[src/sv/scfc_pkg.sv]
// Package: shared types, constants and helper functions for the sensor frame checker.
`default_nettype none

package scfc_pkg;

  localparam logic [7:0] CRC_INIT = 8'hFF;
  localparam logic [7:0] CRC_POLY = 8'h31;

  // byte positions within a six-byte response
  localparam logic [2:0] POS_W0_HI = 3'd0;
  localparam logic [2:0] POS_W0_LO = 3'd1;
  localparam logic [2:0] POS_CRC0  = 3'd2;
  localparam logic [2:0] POS_W1_HI = 3'd3;
  localparam logic [2:0] POS_W1_LO = 3'd4;
  localparam logic [2:0] POS_CRC1  = 3'd5;

  localparam int unsigned PROD_W = 31;

  localparam logic [PROD_W-1:0] TEMP_GAIN = 31'd17500;
  localparam logic [PROD_W-1:0] HUM_GAIN  = 31'd12500;
  localparam logic [14:0]       TEMP_OFFSET = 15'd4500;
  localparam logic [14:0]       HUM_OFFSET  = 15'd600;
  localparam logic [16:0]       DIV_K       = 17'd65535;

  typedef struct packed {
    logic        bad;
    logic [15:0] w0;
    logic [15:0] w1;
  } frame_t;

  // CRC-8, MSB first, one byte
  function automatic logic [7:0] crc8_update(logic [7:0] crc, logic [7:0] b);
    logic [7:0] c;
    c = crc ^ b;
    for (int i = 0; i < 8; i++) begin
      c = c[7] ? ({c[6:0], 1'b0} ^ CRC_POLY) : {c[6:0], 1'b0};
    end
    return c;
  endfunction

  // floor(x / 65535) for x < 32768*65535: x = q*65536 + l = q*65535 + (q + l)
  function automatic logic [14:0] div_65535(logic [PROD_W-1:0] x);
    logic [14:0] q;
    logic [16:0] r;
    q = x[30:16];
    r = {1'b0, x[15:0]} + {2'b00, q};
    return q + {14'd0, (r >= DIV_K)};
  endfunction

endpackage

`default_nettype wire

[src/sv/scfc_frame.sv]
// Frame assembler: byte position, per-word CRC check and word capture.
`default_nettype none

module scfc_frame (
  input  wire logic            clk_i,
  input  wire logic            rst_ni,
  input  wire logic            in_valid_i,
  output logic                 in_ready_o,
  input  wire logic [7:0]      rx_byte_i,
  input  wire logic            frame_start_i,
  output logic                 frm_valid_o,
  input  wire logic            frm_ready_i,
  output scfc_pkg::frame_t     frm_o
);
  import scfc_pkg::*;

  logic [2:0]  pos_q, pos_d, pos;
  logic [7:0]  crc_q, crc_d, crc_base;
  logic [15:0] w0_q, w0_d, w1_q, w1_d;
  logic        good_q, good_d;
  logic        frm_valid_q, frm_valid_d;
  frame_t      frm_q, frm_d;
  logic        in_fire, resync, push;

  assign in_ready_o = !frm_valid_q || frm_ready_i;
  assign in_fire    = in_valid_i && in_ready_o;
  assign resync     = frame_start_i || (pos_q > POS_CRC1);
  assign pos        = resync ? POS_W0_HI : pos_q;
  assign crc_base   = resync ? CRC_INIT : crc_q;
  assign push       = in_fire && (pos == POS_CRC1);

  always_comb begin
    crc_d  = crc_q;
    w0_d   = w0_q;
    w1_d   = w1_q;
    good_d = good_q;
    pos_d  = pos_q;
    if (in_fire) begin
      pos_d = (pos == POS_CRC1) ? POS_W0_HI : pos + 3'd1;
      unique case (pos)
        POS_W0_HI: begin
          crc_d = crc8_update(CRC_INIT, rx_byte_i);
          w0_d  = {rx_byte_i, w0_q[7:0]};
        end
        POS_W0_LO: begin
          crc_d = crc8_update(crc_base, rx_byte_i);
          w0_d  = {w0_q[15:8], rx_byte_i};
        end
        POS_CRC0: begin
          good_d = (crc_base == rx_byte_i);
          crc_d  = CRC_INIT;
        end
        POS_W1_HI: begin
          crc_d = crc8_update(CRC_INIT, rx_byte_i);
          w1_d  = {rx_byte_i, w1_q[7:0]};
        end
        POS_W1_LO: begin
          crc_d = crc8_update(crc_base, rx_byte_i);
          w1_d  = {w1_q[15:8], rx_byte_i};
        end
        default: begin
          crc_d = CRC_INIT;
        end
      endcase
    end
  end

  always_comb begin
    frm_valid_d = frm_valid_q;
    frm_d       = frm_q;
    if (frm_ready_i) begin
      frm_valid_d = 1'b0;
    end
    if (push) begin
      frm_valid_d = 1'b1;
      frm_d.bad   = !(good_q && (crc_base == rx_byte_i));
      frm_d.w0    = w0_q;
      frm_d.w1    = w1_q;
    end
  end

  always_ff @(posedge clk_i or negedge rst_ni) begin
    if (!rst_ni) begin
      pos_q       <= POS_W0_HI;
      crc_q       <= CRC_INIT;
      good_q      <= 1'b0;
      frm_valid_q <= 1'b0;
    end else begin
      pos_q       <= pos_d;
      crc_q       <= crc_d;
      good_q      <= good_d;
      frm_valid_q <= frm_valid_d;
    end
  end

  always_ff @(posedge clk_i) begin
    w0_q  <= w0_d;
    w1_q  <= w1_d;
    frm_q <= frm_d;
  end

  assign frm_valid_o = frm_valid_q;
  assign frm_o       = frm_q;

endmodule

`default_nettype wire

[src/sv/scfc_scale.sv]
// Scaling pipe: constant multiply stage, then divide-by-65535 and offset into the result register.
`default_nettype none

module scfc_scale (
  input  wire logic              clk_i,
  input  wire logic              rst_ni,
  input  wire logic              frm_valid_i,
  output logic                   frm_ready_o,
  input  wire scfc_pkg::frame_t  frm_i,
  output logic                   out_valid_o,
  input  wire logic              out_ready_i,
  output logic                   crc_status_o,
  output logic [15:0]            first_word_o,
  output logic [15:0]            second_word_o,
  output logic [31:0]            serial_number_o,
  output logic signed [14:0]     temperature_centi_o,
  output logic signed [14:0]     humidity_centi_o
);
  import scfc_pkg::*;

  logic              p_valid_q;
  frame_t            p_frm_q;
  logic [PROD_W-1:0] t_prod_q, h_prod_q;
  logic              p_ready, p_fire, o_fire;

  logic              o_valid_q;
  frame_t            o_frm_q;
  logic [14:0]       t_q, h_q;

  assign p_ready     = !o_valid_q || out_ready_i;
  assign frm_ready_o = !p_valid_q || p_ready;
  assign p_fire      = frm_valid_i && frm_ready_o;
  assign o_fire      = p_valid_q && p_ready;

  always_ff @(posedge clk_i or negedge rst_ni) begin
    if (!rst_ni) begin
      p_valid_q <= 1'b0;
      o_valid_q <= 1'b0;
    end else begin
      if (frm_ready_o) begin
        p_valid_q <= frm_valid_i;
      end
      if (p_ready) begin
        o_valid_q <= p_valid_q;
      end
    end
  end

  always_ff @(posedge clk_i) begin
    if (p_fire) begin
      p_frm_q  <= frm_i;
      t_prod_q <= PROD_W'(frm_i.w0) * TEMP_GAIN;
      h_prod_q <= PROD_W'(frm_i.w1) * HUM_GAIN;
    end
    if (o_fire) begin
      o_frm_q <= p_frm_q;
      t_q     <= div_65535(t_prod_q) - TEMP_OFFSET;
      h_q     <= div_65535(h_prod_q) - HUM_OFFSET;
    end
  end

  assign out_valid_o         = o_valid_q;
  assign crc_status_o        = o_frm_q.bad;
  assign first_word_o        = o_frm_q.w0;
  assign second_word_o       = o_frm_q.w1;
  assign serial_number_o     = {o_frm_q.w0, o_frm_q.w1};
  assign temperature_centi_o = $signed(t_q);
  assign humidity_centi_o    = $signed(h_q);

endmodule

`default_nettype wire

[src/sv/sensor_frame_crc_check_and_scale.sv]
// Top level: sensor response CRC check and fixed-point scaling.
//
//   channel | direction | handshake              | payload
//   in      | input     | in_valid_i/in_ready_o  | rx_byte_i, frame_start_i
//   out     | output    | out_valid_o/out_ready_i| crc_status_o, first_word_o,
//           |           |                        | second_word_o, serial_number_o,
//           |           |                        | temperature_centi_o, humidity_centi_o
//
// One byte accepted per cycle while in_ready_o is high. From its sixth byte, a result
// passes through the frame register, the multiply register and the result register.
// Reset clears all valids, sets the byte position to 0 and the CRC to 0xFF.
// A stalled result holds; bytes keep flowing until all three stages are full.
`default_nettype none

module sensor_frame_crc_check_and_scale (
  input  wire logic          clk_i,
  input  wire logic          rst_ni,
  input  wire logic          in_valid_i,
  output logic               in_ready_o,
  input  wire logic [7:0]    rx_byte_i,
  input  wire logic          frame_start_i,
  output logic               out_valid_o,
  input  wire logic          out_ready_i,
  output logic               crc_status_o,
  output logic [15:0]        first_word_o,
  output logic [15:0]        second_word_o,
  output logic [31:0]        serial_number_o,
  output logic signed [14:0] temperature_centi_o,
  output logic signed [14:0] humidity_centi_o
);
  import scfc_pkg::*;

  logic   frm_valid, frm_ready;
  frame_t frm;

  scfc_frame u_frame (
    .clk_i        (clk_i),
    .rst_ni       (rst_ni),
    .in_valid_i   (in_valid_i),
    .in_ready_o   (in_ready_o),
    .rx_byte_i    (rx_byte_i),
    .frame_start_i(frame_start_i),
    .frm_valid_o  (frm_valid),
    .frm_ready_i  (frm_ready),
    .frm_o        (frm)
  );

  scfc_scale u_scale (
    .clk_i              (clk_i),
    .rst_ni             (rst_ni),
    .frm_valid_i        (frm_valid),
    .frm_ready_o        (frm_ready),
    .frm_i              (frm),
    .out_valid_o        (out_valid_o),
    .out_ready_i        (out_ready_i),
    .crc_status_o       (crc_status_o),
    .first_word_o       (first_word_o),
    .second_word_o      (second_word_o),
    .serial_number_o    (serial_number_o),
    .temperature_centi_o(temperature_centi_o),
    .humidity_centi_o   (humidity_centi_o)
  );

endmodule

`default_nettype wire

[config.mk]
export PLATFORM = sky130hd
export DESIGN_NAME = sensor_frame_crc_check_and_scale
export DESIGN_NICKNAME = d
export VERILOG_FILES = /design/src/sv/scfc_pkg.sv /design/src/sv/scfc_frame.sv /design/src/sv/scfc_scale.sv /design/src/sv/sensor_frame_crc_check_and_scale.sv
export SDC_FILE = /design/constraint.sdc
export NUM_CORES = 1
export LEC_CHECK = 0
export BUFFER_PORTS_ARGS = -buffer_cell sky130_fd_sc_hd__buf_2
export CORE_MARGIN = 2
export CORE_UTILIZATION = 35
export DETAILED_ROUTE_END_ITERATION = 7
export PLACE_DENSITY = 0.61
export SLEW_MARGIN = 0
export SYNTH_ARGS = -nofsm -noshare
export SYNTH_HDL_FRONTEND = slang
export SYNTH_HIERARCHICAL = 1
export SYNTH_SLANG_ARGS = --single-unit
[constraint.sdc]
create_clock -name clk_i -period 5.9 [get_ports clk_i]
set_clock_uncertainty 0.2 [all_clocks]
set_input_delay 1.18 -clock clk_i [delete_from_list [all_inputs] [get_ports clk_i]]
set_output_delay 1.18 -clock clk_i [all_outputs]
set_load 0.03 [all_outputs]
==> results_dict.tcl <==
set metrics [dict create \
    status "completed" \
    mostFrequentLayoutCells "234 x inv_1, 229 x ha_1, 215 x edfxtp_1, 109 x buf_2, 91 x fa_1" \
    area_growth_pct 11.84 \
    grt_max_degree 64 \
    post_cts_buffers 0 \
    cp_slowest_cell "fa_1" \
    max-vdd-ir-drop_mv 0.1937 \
    leakage_nw 8.271 \
    coreArea_mm2 0.04745 \
    grt_pass1_vias 10436 \
    numCtsBuffers 28 \
    io_pins 110 \
    die_h_um 222.4 \
    gp_congestion 0.8740 \
    cp-end-kind "register" \
    synth.distinct_cells 86 \
    finalSetupViolCount 0 \
    worstPathRequired_ns 6.00 \
    cts-hold-fix-buffers 0 \
    ant_nets 0 \
    timing.final.crit_share 0.9112 \
    slowest_delay_ns 0.53 \
    netlist_area_mm2 0.01669 \
    endpoint "u_scale/t_prod_q[30]" \
    avgSynthCellArea_um2 11.94 \
    cp-start-kind "register" \
    hold_violations 0 \
    ctsHtreeMaxLevel 1 \
    clk_latency_ns 0.55 \
    start_util 0.3517 \
    grt_pass1_wl_um 54590 \
    antenna_found_initial 0 \
    portBuffers 109 \
    rr_worst_depth 18 \
    ys_warn_count 6 \
    overflow 0 \
    maxSlewHeadroom 0.3557 \
    cts_tree "built" \
    netlist_instances 1398 \
    synth_edf_count 215 \
    root_buffer "clkbuf_16" \
    sw_frac_of_total 0.2948 \
    synth-async-reset-ratio 0.06522 \
    antenna_cells 0 \
    place_inst 2074 \
    die_x_um 222.4 \
    ys_ff_latch 230 \
    crit_family "adder cells" \
    cts-resized-gates 0 \
    p_clk_frac 0.356 \
    syn-num-nets 1731 \
    critPathMaxFanout 7 \
    dieArea_mm2 0.04944 \
    reg2reg_from "u_frame/frm_o[25]" \
    critical_path_class "reg2reg" \
    seqPwrFrac 0.390 \
    rows 80 \
    crit_path_start "u_frame/frm_o[25]" \
    hp-class "reg2reg" \
    detailed_place_hpwl_um 25120 \
    crit_path_cell_trace "ha_1 -> inv_1 -> fa_1 -> inv_1 -> ha_1 -> fa_1 -> inv_1 -> fa_1 -> inv_1 -> ha_1 -> a21oi_1 -> inv_1 -> a31o_4 -> a2111oi_2 -> or3_1 -> a311oi_2 -> a221o_1 -> a21o_1" \
    vias 10064 \
    vias_per_cell 4.734 \
    clk_pin_slew_ns 0.06 \
    yosys_most_used_dff "edfxtp_1" \
    slew_viol_final 0 \
    tns_ns 0 \
    yosysSeqAreaShare 0.4100 \
    r2r_end "u_scale/t_prod_q[30]" \
    combPwrFrac 0.253 \
    internal-power_w 0.003594 \
    crit_top_cell "inv_1" \
    routed_wl_um 33320 \
    gr-usage-all-layers 0.1369 \
    clockBufferDepth 3 \
    worstMarginPinSlew_ns 0.9665 \
    drtPass1Iterations 5 \
    fmax_mhz 186.0 \
    p_per_area_mw_per_mm2 273.1 \
    layout_min_cycle_time_ns 5.376 \
    nets 1822 \
    drc 0 \
    cts_sinks 230 \
    crit_cells 18 \
    wl_per_cell_um 15.67 \
    rsz0062_at_grt "false" \
    stdcell_count 2126 \
    maxCapViolCount 0 \
    drt_iter0_markers 468 \
    r2r_setup_slack_ns 0.52 \
    netSwitchingPower_w 0.001503 \
    final_common_cell "inv_1" \
    layout-drive-gt1-share 0.1370 \
    cp_num_buf_inv 5 \
    cp.arrival_ns 5.48 \
]
-- cell families (layout without fill, tap and decap cells) --
logic type / count (synthesis) / in the layout / synth area share
AO/OA/AOI/OAI: 210 / 210 / 0.09305
XOR/XNOR: 110 / 110 / 0.06410
adder cells (fa/ha/maj): 321 / 321 / 0.2815
buffers and inverters: 286 / 399 / 0.07377
flip-flops: 230 / 230 / 0.4100
multiplexers: 2 / 2 / 0.001275
AND/OR/NAND/NOR: 239 / 239 / 0.07632
-- area by class of cell --
cell class | instances | area [um2]
clock buffer | 32 | 737.0
clock inverter | 20 | 241.5
fill | 4546 | 28780
inverter | 234 | 878.3
multi-input combinational | 882 | 8621
sequential | 230 | 6842
tap | 615 | 769.5
timing repair buffer | 113 | 575.6
-- how the worst min path moves through the flow --
stage                          from           endpoint  cells after the start
floorplan           u_frame/w1_q[0]   u_frame/frm_o[0]                      0
global placement    u_frame/w1_q[8]   u_frame/frm_o[8]                      0
detailed placement  u_frame/w0_q[5]  u_frame/frm_o[21]                      0
CTS                 u_frame/w1_q[1]   u_frame/frm_o[1]                      0
global route        u_frame/w1_q[9]   u_frame/frm_o[9]                      0
finish              u_frame/w1_q[4]   u_frame/frm_o[4]                      0
-- cells in the mapped netlist, drive strengths merged, types with 6 or more instances --
cell type | n | area, um2
and2 | 25 | 156.4
dfstp | 8 | 210.2
clkbuf | 11 | 42.54
nand2 | 46 | 172.7
nor2b | 25 | 156.4
nor2 | 47 | 176.4
a211oi | 21 | 210.2
and3 | 9 | 56.30
nand4 | 8 | 50.05
fa | 91 | 1822
xnor2 | 65 | 584.3
o21a | 9 | 67.56
inv | 234 | 878.3
a21oi | 53 | 269.0
buf | 41 | 310.3
a21o | 24 | 181.4
xor2 | 39 | 349.1
xnor3 | 6 | 136.4
ha | 229 | 2865
dfrtp | 7 | 175.2
edfxtp | 215 | 6456
o21ai | 31 | 155.2
nand2b | 16 | 100.1
o21bai | 7 | 56.30
nor4 | 6 | 52.55
a31oi | 9 | 68.81
nand3 | 13 | 65.06
o211ai | 16 | 120.1
nor3 | 25 | 140.1
-- metal layers --
layer	routed length [um]	GRT usage
met3	1217	0.02050
met1	15940	0.1862
met2	15360	0.2258
met4	797	0.04265
met5	0	0
-- power by group through the flow --
stage / logic, W / clock network, W / registers (W)
finish: 0.00129 / 0.00182 / 0.00199
global route: 0.00147 / 0.00194 / 0.00200
CTS: 0.00130 / 0.00189 / 0.00199
detailed placement: 0.00129 / 0 / 0.00202
global placement: 0.00127 / 0 / 0.00202
floorplan: 0.00104 / 0 / 0.00201
-- worst register-to-register path: stages, from the launching register on --
cell and delay, ns:
edfxtp_1 0.52, ha_1 0.33, inv_1 0.05, fa_1 0.50, inv_1 0.05, ha_1 0.30, fa_1 0.48, inv_1 0.05
fa_1 0.53, inv_1 0.04, ha_1 0.38, a21oi_1 0.21, inv_1 0.08, a31o_4 0.23, a2111oi_2 0.30, or3_1 0.20
a311oi_2 0.15, a221o_1 0.35, a21o_1 0.19
-- stage by stage --
step           setup slack (ns)  hold slack [ns]  power [W]  area, um2    util
5_1_grt                  0.2109           0.2247   0.005410      18660  0.3934
6_report                 0.5241           0.2103   0.005097      18660  0.3934
4_1_cts                  0.5072           0.2125   0.005182      18660  0.3934
2_1_floorplan            0.8460           0.2003   0.003047      16690       -
3_3_place_gp             0.5893           0.2016   0.003294      17690  0.3728
3_5_place_dp             0.5132           0.2045   0.003316      17690  0.3728
-- sequential cells by signal, summed over array words and instances (netlist names) --
register / cells
u_scale/h_prod_q: 26
u_scale/p_frm_q: 33
u_frame/w0_q: 16
u_frame/pos_q: 3
u_scale/crc_status_o: 1
u_frame/w1_q: 16
u_frame/good_q: 1
u_scale/second_word_o: 16
u_scale/temperature_centi_o: 15
u_frame/frm_valid_o: 1
u_scale/t_prod_q: 28
u_frame/crc_q: 8
u_scale/first_word_o: 16
u_scale/p_valid_q: 1
u_scale/out_valid_o: 1
u_scale/humidity_centi_o: 15
u_frame/frm_o: 33
No activity file was read; power rests on OpenSTA's default activity.
